## config.mk

```make
export PLATFORM = sky130hd
export DESIGN_NAME = serial_frame_header_length_receiver
export DESIGN_NICKNAME = d
export VERILOG_FILES = /design/src/rtl/sfhlr_pkg.sv /design/src/rtl/serial_frame_header_length_receiver.sv /design/src/rtl/sfhlr_regs.sv /design/src/rtl/sfhlr_parser.sv
export SDC_FILE = /design/constraint.sdc
export NUM_CORES = 1
export LEC_CHECK = 0
export ABC_AREA = 1
export BUFFER_PORTS_ARGS = -buffer_cell sky130_fd_sc_hd__buf_4
export CAP_MARGIN = 10
export CELL_PAD_IN_SITES_DETAIL_PLACEMENT = 1
export CELL_PAD_IN_SITES_GLOBAL_PLACEMENT = 1
export CORE_MARGIN = 3
export CORE_UTILIZATION = 41
export CTS_CLUSTER_SIZE = 20
export DETAILED_ROUTE_END_ITERATION = 12
export GPL_ROUTABILITY_DRIVEN = 0
export PLACE_DENSITY_LB_ADDON = 0.12
export SLEW_MARGIN = 20
export SYNTH_ARGS = -nofsm -noshare
export SYNTH_HDL_FRONTEND = slang
export SYNTH_SLANG_ARGS = --single-unit
```

## constraint.sdc

```tcl
create_clock -name aclk -period 3.5 [get_ports aclk]
set_input_delay 0.175 -clock aclk [delete_from_list [all_inputs] [get_ports aclk]]
set_output_delay 0.175 -clock aclk [all_outputs]
set_load 0.02 [all_outputs]
```

## src/rtl/sfhlr_pkg.sv

```systemverilog
// Shared types and constants for the serial frame header/length receiver.
// Used by sfhlr_regs, sfhlr_parser and serial_frame_header_length_receiver.
// No dependencies.
package sfhlr_pkg;

    // Header depth default
    localparam int MAX_HEADER_DEFAULT = 4;

    // Header bytes carried by the header register
    localparam int HDR_REG_BYTES = 4;

    // Added to the length field to give the frame length
    localparam logic [8:0] LEN_OFFSET = 9'd5;

    // APB geometry
    localparam int APB_DATA_W = 32;
    localparam int APB_ADDR_W = 5;

    // Register indexes (byte address = 4 * index)
    typedef enum logic [2:0] {
        REG_HEADER_BYTES   = 3'd0,
        REG_HEADER_COUNT   = 3'd1,
        REG_DEFAULT_LENGTH = 3'd2,
        REG_LENGTH_MODE    = 3'd3,
        REG_LENGTH_POS     = 3'd4,
        REG_LENGTH_LIMIT   = 3'd5
    } reg_index_t;

    // Register reset values
    localparam logic [31:0] RST_HEADER_BYTES   = 32'd0;
    localparam logic [2:0]  RST_HEADER_COUNT   = 3'd0;
    localparam logic [7:0]  RST_DEFAULT_LENGTH = 8'd8;
    localparam logic        RST_LENGTH_MODE    = 1'b0;
    localparam logic [7:0]  RST_LENGTH_POS     = 8'd2;
    localparam logic [7:0]  RST_LENGTH_LIMIT   = 8'd250;

    // Per-byte outcome
    typedef enum logic [1:0] {
        EV_IGNORED = 2'd0,
        EV_STORED  = 2'd1,
        EV_RESYNC  = 2'd2,
        EV_RESTART = 2'd3
    } event_t;

    // Input item command
    typedef enum logic {
        CMD_BYTE  = 1'b0,
        CMD_CLEAR = 1'b1
    } command_t;

    // Configuration seen by the parser
    typedef struct packed {
        logic [31:0] header_bytes;
        logic [2:0]  header_count;
        logic [7:0]  default_length;
        logic        length_mode;
        logic [7:0]  length_position;
        logic [7:0]  length_limit;
    } cfg_t;

    // One result item
    typedef struct packed {
        logic       store_valid;
        logic [7:0] store_index;
        logic [7:0] store_byte;
        event_t     event_code;
        logic       frame_done;
        logic       frame_held;
    } result_t;

endpackage

```

## src/rtl/serial_frame_header_length_receiver.sv

```systemverilog
// Top level of the serial frame header/length receiver.
// Instantiates sfhlr_regs and sfhlr_parser; depends on sfhlr_pkg.
//
// Usage:
//   Input channel (s_valid/s_ready): one transfer per received byte
//   (s_command = 0) or per clear command (s_command = 1).
//   Result channel (m_valid/m_ready): exactly one transfer per input
//   transfer, in order, carrying store flag/index/byte, event code,
//   frame-done and frame-held flags.
//   APB port: six 32-bit registers at byte addresses 0x00..0x14.
//   Path: an accepted item is held in the input register, then
//   processed and captured in the result register, from which its
//   result is offered on the result channel.
//   Throughput: one item per cycle while the result channel does not
//   stall, set by the parser state update between the input and result registers.
//   Reset: aresetn (synchronous, active low) empties both registers,
//   loads register defaults and clears the frame state.
//   Stall: when m_ready is low the result register holds; one more item
//   is taken into the input register, then s_ready drops until the
//   result is taken.
module serial_frame_header_length_receiver #(
    parameter int MAX_HEADER = sfhlr_pkg::MAX_HEADER_DEFAULT
) (
    input  logic                              aclk,
    input  logic                              aresetn,
    // input channel
    input  logic                              s_valid,
    output logic                              s_ready,
    input  logic                              s_command,
    input  logic [7:0]                        s_rx_byte,
    // result channel
    output logic                              m_valid,
    input  logic                              m_ready,
    output logic                              m_store_valid,
    output logic [7:0]                        m_store_index,
    output logic [7:0]                        m_store_byte,
    output logic [1:0]                        m_event_code,
    output logic                              m_frame_done,
    output logic                              m_frame_held,
    // configuration
    input  logic                              psel,
    input  logic                              penable,
    input  logic                              pwrite,
    input  logic [sfhlr_pkg::APB_ADDR_W-1:0]  paddr,
    input  logic [sfhlr_pkg::APB_DATA_W-1:0]  pwdata,
    output logic [sfhlr_pkg::APB_DATA_W-1:0]  prdata,
    output logic                              pready
);
    import sfhlr_pkg::*;

    cfg_t       cfg;
    result_t    res_comb;
    result_t    res_reg;
    logic       in_valid_reg;
    logic       in_cmd_reg;
    logic [7:0] in_byte_reg;
    logic       out_valid_reg;
    logic       advance;

    // Pipeline flow: move input stage forward when the result slot is free
    assign advance = in_valid_reg & (~out_valid_reg | m_ready);
    assign s_ready = ~in_valid_reg | advance;

    sfhlr_regs u_regs (
        .aclk    (aclk),
        .aresetn (aresetn),
        .psel    (psel),
        .penable (penable),
        .pwrite  (pwrite),
        .paddr   (paddr),
        .pwdata  (pwdata),
        .prdata  (prdata),
        .pready  (pready),
        .cfg     (cfg)
    );

    sfhlr_parser #(
        .MAX_HEADER (MAX_HEADER)
    ) u_parser (
        .aclk    (aclk),
        .aresetn (aresetn),
        .item_en (advance),
        .command (in_cmd_reg),
        .rx_byte (in_byte_reg),
        .cfg     (cfg),
        .result  (res_comb)
    );

    // Input register
    always_ff @(posedge aclk) begin
        if (!aresetn) begin
            in_valid_reg <= 1'b0;
        end else if (s_ready) begin
            in_valid_reg <= s_valid;
        end
    end

    always_ff @(posedge aclk) begin
        if (s_valid && s_ready) begin
            in_cmd_reg  <= s_command;
            in_byte_reg <= s_rx_byte;
        end
    end

    // Result register
    always_ff @(posedge aclk) begin
        if (!aresetn) begin
            out_valid_reg <= 1'b0;
        end else if (advance) begin
            out_valid_reg <= 1'b1;
        end else if (m_ready) begin
            out_valid_reg <= 1'b0;
        end
    end

    always_ff @(posedge aclk) begin
        if (advance) begin
            res_reg <= res_comb;
        end
    end

    assign m_valid       = out_valid_reg;
    assign m_store_valid = res_reg.store_valid;
    assign m_store_index = res_reg.store_index;
    assign m_store_byte  = res_reg.store_byte;
    assign m_event_code  = res_reg.event_code;
    assign m_frame_done  = res_reg.frame_done;
    assign m_frame_held  = res_reg.frame_held;

endmodule

```

## src/rtl/sfhlr_regs.sv

```systemverilog
// APB configuration registers for the frame receiver.
// Depends on sfhlr_pkg for register indexes, reset values and cfg_t.
module sfhlr_regs (
    input  logic                              aclk,
    input  logic                              aresetn,
    input  logic                              psel,
    input  logic                              penable,
    input  logic                              pwrite,
    input  logic [sfhlr_pkg::APB_ADDR_W-1:0]  paddr,
    input  logic [sfhlr_pkg::APB_DATA_W-1:0]  pwdata,
    output logic [sfhlr_pkg::APB_DATA_W-1:0]  prdata,
    output logic                              pready,
    output sfhlr_pkg::cfg_t                   cfg
);
    import sfhlr_pkg::*;

    cfg_t       cfg_reg;
    logic       wr_en;
    reg_index_t idx;

    assign pready = 1'b1;
    assign wr_en  = psel & penable & pwrite;
    assign idx    = reg_index_t'(paddr[APB_ADDR_W-1:2]);
    assign cfg    = cfg_reg;

    // Register writes; addresses past the list are dropped
    always_ff @(posedge aclk) begin
        if (!aresetn) begin
            cfg_reg.header_bytes    <= RST_HEADER_BYTES;
            cfg_reg.header_count    <= RST_HEADER_COUNT;
            cfg_reg.default_length  <= RST_DEFAULT_LENGTH;
            cfg_reg.length_mode     <= RST_LENGTH_MODE;
            cfg_reg.length_position <= RST_LENGTH_POS;
            cfg_reg.length_limit    <= RST_LENGTH_LIMIT;
        end else if (wr_en) begin
            case (idx)
                REG_HEADER_BYTES:   cfg_reg.header_bytes    <= pwdata[31:0];
                REG_HEADER_COUNT:   cfg_reg.header_count    <= pwdata[2:0];
                REG_DEFAULT_LENGTH: cfg_reg.default_length  <= pwdata[7:0];
                REG_LENGTH_MODE:    cfg_reg.length_mode     <= pwdata[0];
                REG_LENGTH_POS:     cfg_reg.length_position <= pwdata[7:0];
                REG_LENGTH_LIMIT:   cfg_reg.length_limit    <= pwdata[7:0];
                default: ;
            endcase
        end
    end

    // Read mux
    always_comb begin
        prdata = '0;
        case (idx)
            REG_HEADER_BYTES:   prdata = cfg_reg.header_bytes;
            REG_HEADER_COUNT:   prdata = {29'd0, cfg_reg.header_count};
            REG_DEFAULT_LENGTH: prdata = {24'd0, cfg_reg.default_length};
            REG_LENGTH_MODE:    prdata = {31'd0, cfg_reg.length_mode};
            REG_LENGTH_POS:     prdata = {24'd0, cfg_reg.length_position};
            REG_LENGTH_LIMIT:   prdata = {24'd0, cfg_reg.length_limit};
            default:            prdata = '0;
        endcase
    end

endmodule

```

## src/rtl/sfhlr_parser.sv

```systemverilog
// Frame parser: header match, length field and completion tracking.
// Holds write position, expected length and the held-frame flag.
// Depends on sfhlr_pkg.
module sfhlr_parser #(
    parameter int MAX_HEADER = sfhlr_pkg::MAX_HEADER_DEFAULT
) (
    input  logic               aclk,
    input  logic               aresetn,
    input  logic               item_en,
    input  logic               command,
    input  logic [7:0]         rx_byte,
    input  sfhlr_pkg::cfg_t    cfg,
    output sfhlr_pkg::result_t result
);
    import sfhlr_pkg::*;

    localparam logic [7:0] MaxHc = 8'(MAX_HEADER);

    logic [7:0] wpos_reg, wpos_next;
    logic [7:0] exp_len_reg, exp_len_next;
    logic       held_reg, held_next;

    logic [7:0] hc;
    logic [7:0] hdr_cur;
    logic [7:0] hdr0;
    logic [8:0] len_sum;
    logic [7:0] len_sat;
    logic       check;

    // Effective header count and the header byte at the current position
    assign hc = ({5'd0, cfg.header_count} > MaxHc) ? MaxHc : {5'd0, cfg.header_count};
    assign hdr_cur = (wpos_reg < 8'(HDR_REG_BYTES))
                   ? cfg.header_bytes[{wpos_reg[1:0], 3'b000} +: 8] : 8'd0;
    assign hdr0    = cfg.header_bytes[7:0];
    assign len_sum = {1'b0, rx_byte} + LEN_OFFSET;
    assign len_sat = len_sum[8] ? 8'hFF : len_sum[7:0];

    // Next state and result for the item at the input register
    always_comb begin
        wpos_next    = wpos_reg;
        exp_len_next = exp_len_reg;
        held_next    = held_reg;
        check        = 1'b1;
        result       = '0;
        result.event_code = EV_IGNORED;

        if (command == CMD_CLEAR) begin
            wpos_next    = '0;
            held_next    = 1'b0;
            exp_len_next = cfg.default_length;
            check        = 1'b0;
        end else if (held_reg) begin
            check = 1'b0;
        end else if (wpos_reg < hc) begin
            // header phase
            if (rx_byte == hdr_cur) begin
                result.store_valid = 1'b1;
                result.store_index = wpos_reg;
                result.store_byte  = rx_byte;
                result.event_code  = EV_STORED;
                wpos_next          = wpos_reg + 8'd1;
            end else if (rx_byte == hdr0) begin
                wpos_next         = 8'd1;
                result.event_code = EV_RESYNC;
            end else begin
                wpos_next         = '0;
                held_next         = 1'b0;
                exp_len_next      = cfg.default_length;
                result.event_code = EV_RESTART;
                check             = 1'b0;
            end
        end else if (wpos_reg < exp_len_reg) begin
            // payload phase, with optional length field
            if (cfg.length_mode && wpos_reg == cfg.length_position
                    && rx_byte > cfg.length_limit) begin
                if (rx_byte == hdr0) begin
                    wpos_next         = 8'd1;
                    result.event_code = EV_RESYNC;
                end else begin
                    wpos_next         = '0;
                    held_next         = 1'b0;
                    exp_len_next      = cfg.default_length;
                    result.event_code = EV_RESTART;
                    check             = 1'b0;
                end
            end else begin
                if (cfg.length_mode && wpos_reg == cfg.length_position) begin
                    exp_len_next = len_sat;
                end
                result.store_valid = 1'b1;
                result.store_index = wpos_reg;
                result.store_byte  = rx_byte;
                result.event_code  = EV_STORED;
                wpos_next          = wpos_reg + 8'd1;
            end
        end

        // completion check
        if (check && wpos_next >= exp_len_next) begin
            held_next         = 1'b1;
            wpos_next         = '0;
            result.frame_done = 1'b1;
        end
        result.frame_held = held_next;
    end

    // State update on each item
    always_ff @(posedge aclk) begin
        if (!aresetn) begin
            wpos_reg    <= '0;
            exp_len_reg <= RST_DEFAULT_LENGTH;
            held_reg    <= 1'b0;
        end else if (item_en) begin
            wpos_reg    <= wpos_next;
            exp_len_reg <= exp_len_next;
            held_reg    <= held_next;
        end
    end

endmodule

```

## Word-level counts from Yosys, hierarchy flattened

Index checks and enable logic that the tools add are counted.

| operators by class | value |
|---|---|
| add/sub/neg operators | 2 |
| bitwise operators | 7 |
| multiply operators | 0 |
| multiplexer cells | 40 |
| order comparisons | 6 |
| reduce and logical (&&, ||, !) cells | 13 |
| divide/modulo/power cells | 0 |
| equal/unequal tests | 8 |
| shift operators | 1 |

Operator list:

| operator | count |
|---|---|
| $pmux W32 S6 | 1 |
| $mux W8 | 17 |
| $mux W19 | 2 |
| $mux W17 | 2 |
| $shiftx A32 B6 Y8 | 1 |
| $eq A8 B8 Y1 | 3 |
| $lt A8 B8 Y1 | 2 |
| $mux W1 | 15 |
| $reduce_and A2 Y1 | 6 |
| $add A8 B3 Y9 const B | 1 |
| $add A8 B1 Y8 const B | 1 |
| $ge A8 B8 Y1 | 1 |
| $gt A8 B8 Y1 | 1 |
| $lt A8 B3 Y1 const B | 1 |
| $eq A3 B2 Y1 const B | 2 |
| $eq A3 B3 Y1 const B | 2 |
| $logic_and A1 B1 Y1 | 4 |
| $mux W2 | 2 |
| $and A1 B1 Y1 | 3 |
| $eq A3 B1 Y1 const B | 1 |
| $gt A3 B3 Y1 const B | 1 |
| $logic_not A3 Y1 | 1 |
| $mux W3 | 1 |
| $not A1 Y1 | 2 |
| 3 further kinds | 4 |

| word-level totals | value |
|---|---|
| memory bits (writable) | 0 |
| register bits after elaboration | 109 |
| output and inout bits | 56 |
| memories | 0 |
| ROM bits | 0 |
| latch bits | 0 |

## Depth between registers and ports, before layout

Gate-level depths: netlist of the first run.

| logic depth | value |
|---|---|
| depth after elaboration | 11 |
| depth in mapped cells | 31 |
| depth with buffers taken out | 31 |

## Cells and area by module

Synthesis of the first run repeated with hierarchy kept, for this count alone.

| unflattened totals | value |
|---|---|
| cell total of the unflattened synthesis | 1240 |
| area total of the unflattened synthesis | 7886.3 µm² |

Modules (own cells, without submodules):

| module | instances | area each (µm²) | cells an instance |
|---|---|---|---|
| sfhlr_parser | 1 | 3618.5 | 689 |
| sfhlr_regs | 1 | 3271.9 | 508 |
| serial_frame_header_length_receiver | 1 | 996.0 | 43 |

## Worst setup path before layout of the first run

OpenSTA, ideal clock, no wires.

| timing | value |
|---|---|
| kind | register to register |
| start point | register u_parser.exp_len_reg[5] |
| end point | register u_parser.wpos_reg[3] |
| stages on the path, launching flop included | 25 |
| slack | 0.434 ns |
| arrival | 2.996 ns |
| period minus slack after synthesis | 3.066 ns |
| setup time | 0.070 ns |
| path buffers | 1 |
| cells stage by stage | dfxtp_1 > inv_1 > ha_1 > a21o_1 > nand3_1 > nand2_1 > a21oi_1 > clkbuf_1 > nand2_1 > nand2_1 > nand2_1 > nand2_1 > nand2_1 > nand2_1 > inv_1 > ha_1 > a21oi_1 > o21ai_0 > nand2_1 > o2111ai_1 > nand2_1 > inv_1 > a21oi_4 > nand2_1 > a21oi_1 |

| between the ends | value |
|---|---|
| cells in the longest elaborated chain, start to end | 9 |

RTL lines:

| what | RTL line | text |
|---|---|---|
| start: declaration | sfhlr_parser.sv:20 | `logic [7:0] exp_len_reg, exp_len_next;` |
| start signal: assignment | sfhlr_parser.sv:115 | `exp_len_reg <= exp_len_next;` |
| branches (longest 8 deep; another with $lt A8 B8 Y1) | - |  |
| $mux W8 * | sfhlr_parser.sv:99 | `if (check && wpos_next >= exp_len_next) begin` |
| end signal: assignment | sfhlr_parser.sv:114 | `wpos_reg <= wpos_next;` |
| end: declaration | sfhlr_parser.sv:19 | `logic [7:0] wpos_reg, wpos_next;` |

Mark *: on every way between the ends.
A chain may end at the register's enable or synchronous reset.

## Worst setup path after layout of the first run

| timing | value |
|---|---|
| start point | register u_parser.wpos_reg[0] |
| end point | register u_parser.wpos_reg[1] |

| between the ends | value |
|---|---|
| cells in the longest elaborated chain, start to end | 11 |

RTL lines:

| what | RTL line |
|---|---|
| branches (longest 10 deep; another with $ge A8 B8 Y1) | - |
| $mux W8 * | sfhlr_parser.sv:99 |

Marked as above.

==> results of run 1 <==
[worst min path at each step]
stage / from / end / slack [ns] / cells after the start
2_1_floorplan: s_rx_byte[0] / in_byte_reg[0] / 0.27 / 0
3_3_place_gp: s_rx_byte[2] / in_byte_reg[2] / 0.35 / 1
3_5_place_dp: s_command / in_cmd_reg / 0.36 / 1
4_1_cts: pwdata[3] / u_regs.cfg[20] / 0.08 / 3
5_1_grt: pwdata[5] / u_regs.cfg[5] / 0.09 / 3
6_report: pwdata[8] / u_regs.cfg[36] / 0.08 / 3
[per-layer routing]
layer,track usage,part of all wire,up-vias
met3,0.0428,0.050,36
met2,0.445,0.48,195
met5,0,0,-
li1,-,-,3640
met1,0.399,0.46,3685
met4,0.0814,0.016,0
[cells by family (layout without fill, tap and decap cells)]
family                     Yosys count  in the layout  share of synthesized area
AOI/OAI and AO/OA                  212            212                      0.171
xor gates and xnor gates             8              8                     0.0104
adders and majority gates           27             27                     0.0499
buffers and inverters              178            360                      0.106
DFF                                109            109                      0.367
other                                1              1                   0.000554
and+or+nand+nor                    470            471                      0.295
[area by class of cell]
cell class	instances	area [µm²]	area share
timing repair buffer	203	1590	0.175
tap	216	270	0.0298
clock inverter	6	45.0	0.00497
sequential	109	2500	0.276
multi-input combinational	719	3880	0.428
clock buffer	10	239	0.0264
inverter	141	534	0.0589
[worst register-to-register path, cell delays in order (launching register included)]
cell	delay, ns
dfxtp_4	0.40
buf_4	0.14
nand2_1	0.11
nand3_1	0.14
nand2_1	0.10
nand2_2	0.07
nand2_1	0.08
nand2_1	0.11
nand2_2	0.08
nor2_4	0.22
nand3_4	0.11
nand2_2	0.11
nand2_4	0.11
o21ai_1	0.30
ha_1	0.31
nand2_1	0.10
nor2_2	0.05
nand4_1	0.08
o2111ai_2	0.11
nand2_1	0.10
inv_2	0.06
a21oi_4	0.29
nand2_1	0.11
a21oi_1	0.14
[power breakdown]
group          internal, mW  switching [mW]
logic                 0.229           0.357
registers              1.33          0.0236
clock network         0.509           0.521
[per-stage QoR]
step | cell area [µm²] | TNS [ns] | worst slack (ns) | total power [mW] | std cells
detailed placement | 8230 | -0.882 | -0.130 | 1.90 | 1366
CTS | 8690 | 0 | 0.00348 | 2.93 | 1396
global placement | 8230 | 0 | 0.0320 | 1.89 | 1366
finish | 9060 | -0.00537 | -0.00537 | 2.97 | 1404
floorplan | 6770 | 0 | 0.434 | 1.67 | 1005
global route | 9060 | -2.08 | -0.267 | 3.09 | 1404
[what timing repair did]
action	in CTS	in global routing
hold endpoints to repair	9	0
gates resized for setup	12	81
setup buffers	4	8
hold buffers	9	0
pin swaps	4	23
endpoints found under the setup margin	9	11
cloned	1	0
[cells in the final DEF, fill, tap and decap left out, types with 16 or more instances in the layout]
cell and n:
nor2_1 63, nand3_1 80, nand2_1 259, buf_4 187
dfxtp_1 72, o21ai_0 75, nand2_2 22, o22ai_1 16
a21oi_1 91, ha_1 19, inv_1 125, edfxtp_1 30
==> run_results.csv, run 1 <==
group,metric,value,unit
status,status,"complete, but fails checks",
status,violations,"negative setup slack",
worst_setup_path,end_kind,"flop",
synth,synth_most_common_cell,"nand2_1",
floorplanning,fp.dieH,134,µm
layout,layout-drive-gt1-share,0.252,
place,dp_hpwl,19300,µm
clock_tree,cts-root-buf,"clkbuf_16",
clock_tree,h-tree-depth,3,
synth,synth_nets,1085,
worst_setup_path,cp.depth,23,
worst_setup_path,r2r_setup_slack,-0.005,ns
floorplanning,io_pins,109,
synth,ys_ff_latch,109,
clock_tree,clockBufferDepth,2,
synth,syn_avg_cell_area,6.73,µm²
timing,clock_skew,0.0127,ns
global_route,grt_first_pass_wirelength,39700,µm
worst_setup_path,crit_arrival,3.80,ns
hold_path,hp-class,"in2reg",
timing,whs,0.0833,ns
clock_tree,cts.clk_slew.worst_paths,0.08,ns
synth,netlist.area_leader.share,0.234,
routing,detail_route.wl_per_cell,18.8,µm
flow_run,drv_cap,0,
clock_tree,clk-insertion-delay-late,0.37,ns
power_and_ir_drop,powerDensity,328,nW/µm²
floorplanning,die-area,18100,µm²
timing,hold_viol,0,
worst_setup_path,crit_type,"reg2reg",
synth,async_flop_share,0,
worst_setup_path,reg2reg_depth,23,
routing,ant_nets,0,
routing,firstDrtPassIters,5,
place,io_buffers,105,
worst_setup_path,crit_top_cell,"nand2_1",
synth,yosys_most_used_dff,"dfxtp_1",
synth,synth_top_cell_by_area,"dfxtp_1",
timing,tightest_slew,0.894,ns
timing,max_freq,285,MHz
timing,slew_headroom,0.403,
routing,first_iter_violations,551,
worst_setup_path,crit_buf_inv,2,
layout,n_antenna_cell,0,
synth,syn_area,6770,µm²
timing,setup-violations-final,1,
floorplanning,chipWidth,134,µm
timing,rsz0062_at_grt,"true",
global_route,antenna_found_initial,0,
global_route,grt_pass1_vias,7364,
synth,syn_inst,1005,
synth,synth_cell_type_count,41,
layout,largest_reg_flops,60,
floorplanning,row_count,46,
timing,fin_crit_sh,1.00,
timing,timing.final.ws_setup,-0.00537,ns
worst_setup_path,start_kind,"flop",
power_and_ir_drop,p_leak,4.24,nW
global_route,grt_max_degree,55,
routing,drc,0,
clock_tree,cts.sinks,109,
clock_tree,numCtsBuffers,9,
floorplanning,coreArea,16000,µm²
layout,fillers,2142,
worst_setup_path,crit_start,"u_parser.wpos_reg[0]",
global_route,grt_overflow,0,
routing,vias_per_cell,5.38,
worst_setup_path,path_max_fanout,8,
routing,wirelength,26400,µm
layout,final_core_util,0.566,
synth,synth-edff-count,30,
worst_setup_path,crit_family,"simple AND/OR/NAND/NOR gates",
synth,yosysSeqAreaShare,0.367,
synth,synth.top_cells.by_count,"nand2_1 (283), inv_1 (130), a21oi_1 (98)",
worst_setup_path,crit_path_cell_trace,"buf_4, nand2_1, nand3_1, nand2_1, nand2_2, nand2_1, nand2_1, nand2_2, nor2_4, nand3_4, nand2_2, nand2_4, o21ai_1, ha_1, nand2_1, nor2_2, nand4_1, o2111ai_2, nand2_1, inv_2, a21oi_4, nand2_1, a21oi_1",
synth,synthTopCellsByArea,"dfxtp_1 (23%), nand2_1 (16%), edfxtp_1 (13%), a21oi_1 (7.2%), inv_1 (7.2%)",
worst_setup_path,rr_endpoint,"u_parser.wpos_reg[1]",
power_and_ir_drop,peakVddDrop,0.255,mV
clock_tree,cts_tree,"yes",
worst_setup_path,slowest_stage,"dfxtp_4",
worst_setup_path,crit_end,"u_parser.wpos_reg[1]",
timing,slew_viol_final,0,
worst_setup_path,critPathMaxStageDelay,0.40,ns
layout,nets,1263,
synth,yosysWarnings,0,
routing,vias,7556,
timing,min_period,3.51,ns
layout,syn2layout_area_growth,33.9,%
worst_setup_path,cp.required,3.79,ns
worst_setup_path,r2r-start,"u_parser.wpos_reg[0]",
floorplanning,initial_utilization,0.423,
global_route,grt_usage,0.281,
Note: power is estimated with default switching activity, not from simulation.
==> run 2: changes to the inputs <==
- ABC_AREA: 1 -> not set
- CORE_UTILIZATION: 41 -> 43
- SETUP_SLACK_MARGIN: not set -> 0.5
==> run 2 against run 1 <==
Compared with the run above: the flow still finishes with violations (negative setup slack); wire length rose by 28%; critical path depth is 4 lower; register-to-register slack got worse by 1.3 ns; synthesized area grew 3.0%; clock skew is 0.0046 ns higher; global-route usage increased by 4.8 points; critical endpoint is now u_parser.wpos_reg[0]; highest routed layer unchanged.
==> run_results.csv, run 2 <==
group,metric,value,unit
status,status,"complete, but fails checks",
status,violations,"negative setup slack",
synth,synth.top_cells.by_count,"nand2_1 (117), dfxtp_1 (79), nor2_1 (47)",
clock_tree,cts.clk_slew.worst_paths,0.08,ns
layout,nets,1151,
timing,slew_viol_final,0,
global_route,antenna_found_initial,0,
routing,wirelength,33800,µm
global_route,grt_first_pass_wirelength,45900,µm
timing,min_period,4.76,ns
floorplanning,die-area,17800,µm²
power_and_ir_drop,powerDensity,299,nW/µm²
place,dpl_worst_slack,-1.03,ns
worst_setup_path,reg2reg_depth,19,
routing,detail_route.wl_per_cell,26.3,µm
routing,drc,0,
power_and_ir_drop,p_leak,4.28,nW
synth,yosysWarnings,0,
worst_setup_path,r2r_setup_slack,-1.26,ns
worst_setup_path,path_max_fanout,7,
synth,syn_avg_cell_area,8.60,µm²
floorplanning,row_count,45,
clock_tree,clk-insertion-delay-late,0.38,ns
layout,mostFrequentLayoutCell,"buf_4",
routing,ant_nets,0,
timing,max_freq,210,MHz
timing,clock_skew,0.0173,ns
worst_setup_path,crit_buf_inv,3,
worst_setup_path,r2r-start,"u_parser.exp_len_reg[6]",
timing,whs,0.0184,ns
synth,synthTopCellsByArea,"dfxtp_1 (23%), edfxtp_1 (13%), nand2_1 (6.3%), ha_1 (4.8%), mux2i_1 (4.6%)",
synth,synth_top_cell_by_area,"dfxtp_1",
place,dp_hpwl,21500,µm
global_route,grt_overflow,0,
worst_setup_path,slowest_stage,"or3_1",
timing,hold_viol,0,
synth,synth_most_common_cell,"nand2_1",
synth,synth_cell_type_count,79,
synth,netlist.area_leader.share,0.227,
worst_setup_path,start_kind,"flop",
layout,fin_area,9880,µm²
global_route,grt_max_degree,49,
timing,setup-violations-final,11,
floorplanning,fp.dieH,133,µm
timing,slew_headroom,0.538,
routing,vias_per_cell,6.32,
clock_tree,clockBufferDepth,2,
floorplanning,coreArea,15500,µm²
power_and_ir_drop,peakVddDrop,0.254,mV
layout,final_core_util,0.636,
worst_setup_path,crit_end,"u_parser.wpos_reg[0]",
layout,multi_input_area,4350,µm²
synth,ys_ff_latch,109,
timing,rsz0062_at_grt,"true",
synth,yosysSeqAreaShare,0.356,
worst_setup_path,crit_start,"u_parser.exp_len_reg[6]",
synth,yosys_most_used_dff,"dfxtp_1",
timing,fin_setup_tns,-13.10,ns
synth,syn_area,6970,µm²
timing,fin_crit_sh,1.36,
worst_setup_path,crit_type,"reg2reg",
clock_tree,numCtsBuffers,9,
worst_setup_path,rr_endpoint,"u_parser.wpos_reg[0]",
clock_tree,h-tree-depth,3,
routing,firstDrtPassIters,5,
place,placed_area,9170,µm²
layout,layout-drive-gt1-share,0.351,
clock_tree,cts.sinks,109,
synth,synth_nets,890,
floorplanning,io_pins,109,
synth,syn_inst,810,
floorplanning,initial_utilization,0.448,
timing,timing.final.ws_setup,-1.26,ns
layout,n_antenna_cell,0,
layout,layout_common_cells,"buf_4 (284), nand2_1 (116), dfxtp_1 (77)",
clock_tree,cts-root-buf,"clkbuf_16",
place,io_buffers,105,
worst_setup_path,cp.depth,19,
worst_setup_path,end_kind,"flop",
worst_setup_path,critPathMaxStageDelay,0.46,ns
layout,ff_latch_area,2490,µm²
clock_tree,cts_tree,"yes",
hold_path,min_from,"s_rx_byte[1]",
flow_run,drv_cap,0,
layout,largest_reg_flops,60,
synth,async_flop_share,0,
layout,syn2layout_area_growth,41.8,%
worst_setup_path,cp.required,3.78,ns
floorplanning,chipWidth,133,µm
global_route,grt_pass1_vias,8212,
global_route,grt_usage,0.329,
hold_path,hp-class,"in2reg",
worst_setup_path,crit_family,"compound AO/OA/AOI/OAI gates",
layout,fillers,1827,
routing,vias,8129,
synth,synth-edff-count,30,
routing,first_iter_violations,861,
worst_setup_path,crit_arrival,5.04,ns
worst_setup_path,crit_path_cell_trace,"inv_1, ha_1, and2_1, a221oi_2, o21ai_2, buf_4, nor2_1, buf_4, a21oi_1, a21oi_1, o32ai_1, or3_1, ha_1, a21o_1, a211oi_2, o21ai_1, and3_4, or2_4, o32ai_2",
timing,tightest_slew,0.690,ns
-- run 2: logic make-up (layout without fill, tap and decap cells) --
kind of cell    after synthesis  count (layout)  synth area share
simple gates                318             318             0.232
other cells                   1               1          0.000538
mux                          42              42            0.0751
fa+ha+maj                    27              27            0.0485
flops                       109             109             0.356
buf+inv                      85             351            0.0519
xor+xnor                     24              24            0.0302
compound gates              204             204             0.205
-- run 2: area by class of cell --
| cell class | count | area share |
|---|---|---|
| repair buffers | 307 | 0.242 |
| clock inverters | 5 | 0.00317 |
| inverters | 28 | 0.0106 |
| flip-flops and latches | 109 | 0.252 |
| well taps | 211 | 0.0267 |
| multi-input cells | 616 | 0.440 |
| clock buffers | 11 | 0.0257 |
-- run 2: repair_timing --
item                                    4_1_cts  5_1_grt
hold endpoints to repair                      8        0
hold buffers                                  8        0
pin swaps                                     9        7
gates resized for setup                      31       27
buffers inserted                              8        6
endpoints found under the setup margin       19       35
-- run 2: per-stage QoR --
step           total power [mW]  cells
2_1_floorplan              1.61    810
3_3_place_gp               1.81   1249
3_5_place_dp               1.83   1249
4_1_cts                    2.88   1281
5_1_grt                    3.03   1287
6_report                   2.96   1287
-- run 2: routing by layer --
metal / vias to the layer above / track usage / share of wire
met4: 0 / 0.147 / 0.059
met5: - / 0 / 0
met3: 201 / 0.0748 / 0.099
met2: 596 / 0.552 / 0.47
li1: 3400 / - / -
met1: 3932 / 0.404 / 0.37
-- run 2: worst min path at each step --
stage / end / slack, ns / cells past startpoint
2_1_floorplan: in_byte_reg[0] / 0.27 / 0
3_3_place_gp: in_cmd_reg / 0.36 / 1
3_5_place_dp: in_byte_reg[2] / 0.36 / 1
4_1_cts: in_byte_reg[1] / 0.01 / 1
5_1_grt: in_byte_reg[1] / 0.00008 / 1
6_report: in_byte_reg[1] / 0.02 / 1
-- run 2: where the power goes --
group          internal [mW]  switching (mW)  total, mW
Sequential              1.33          0.0222       1.35
Combinational          0.241           0.307      0.548
Clock                  0.529           0.531       1.06
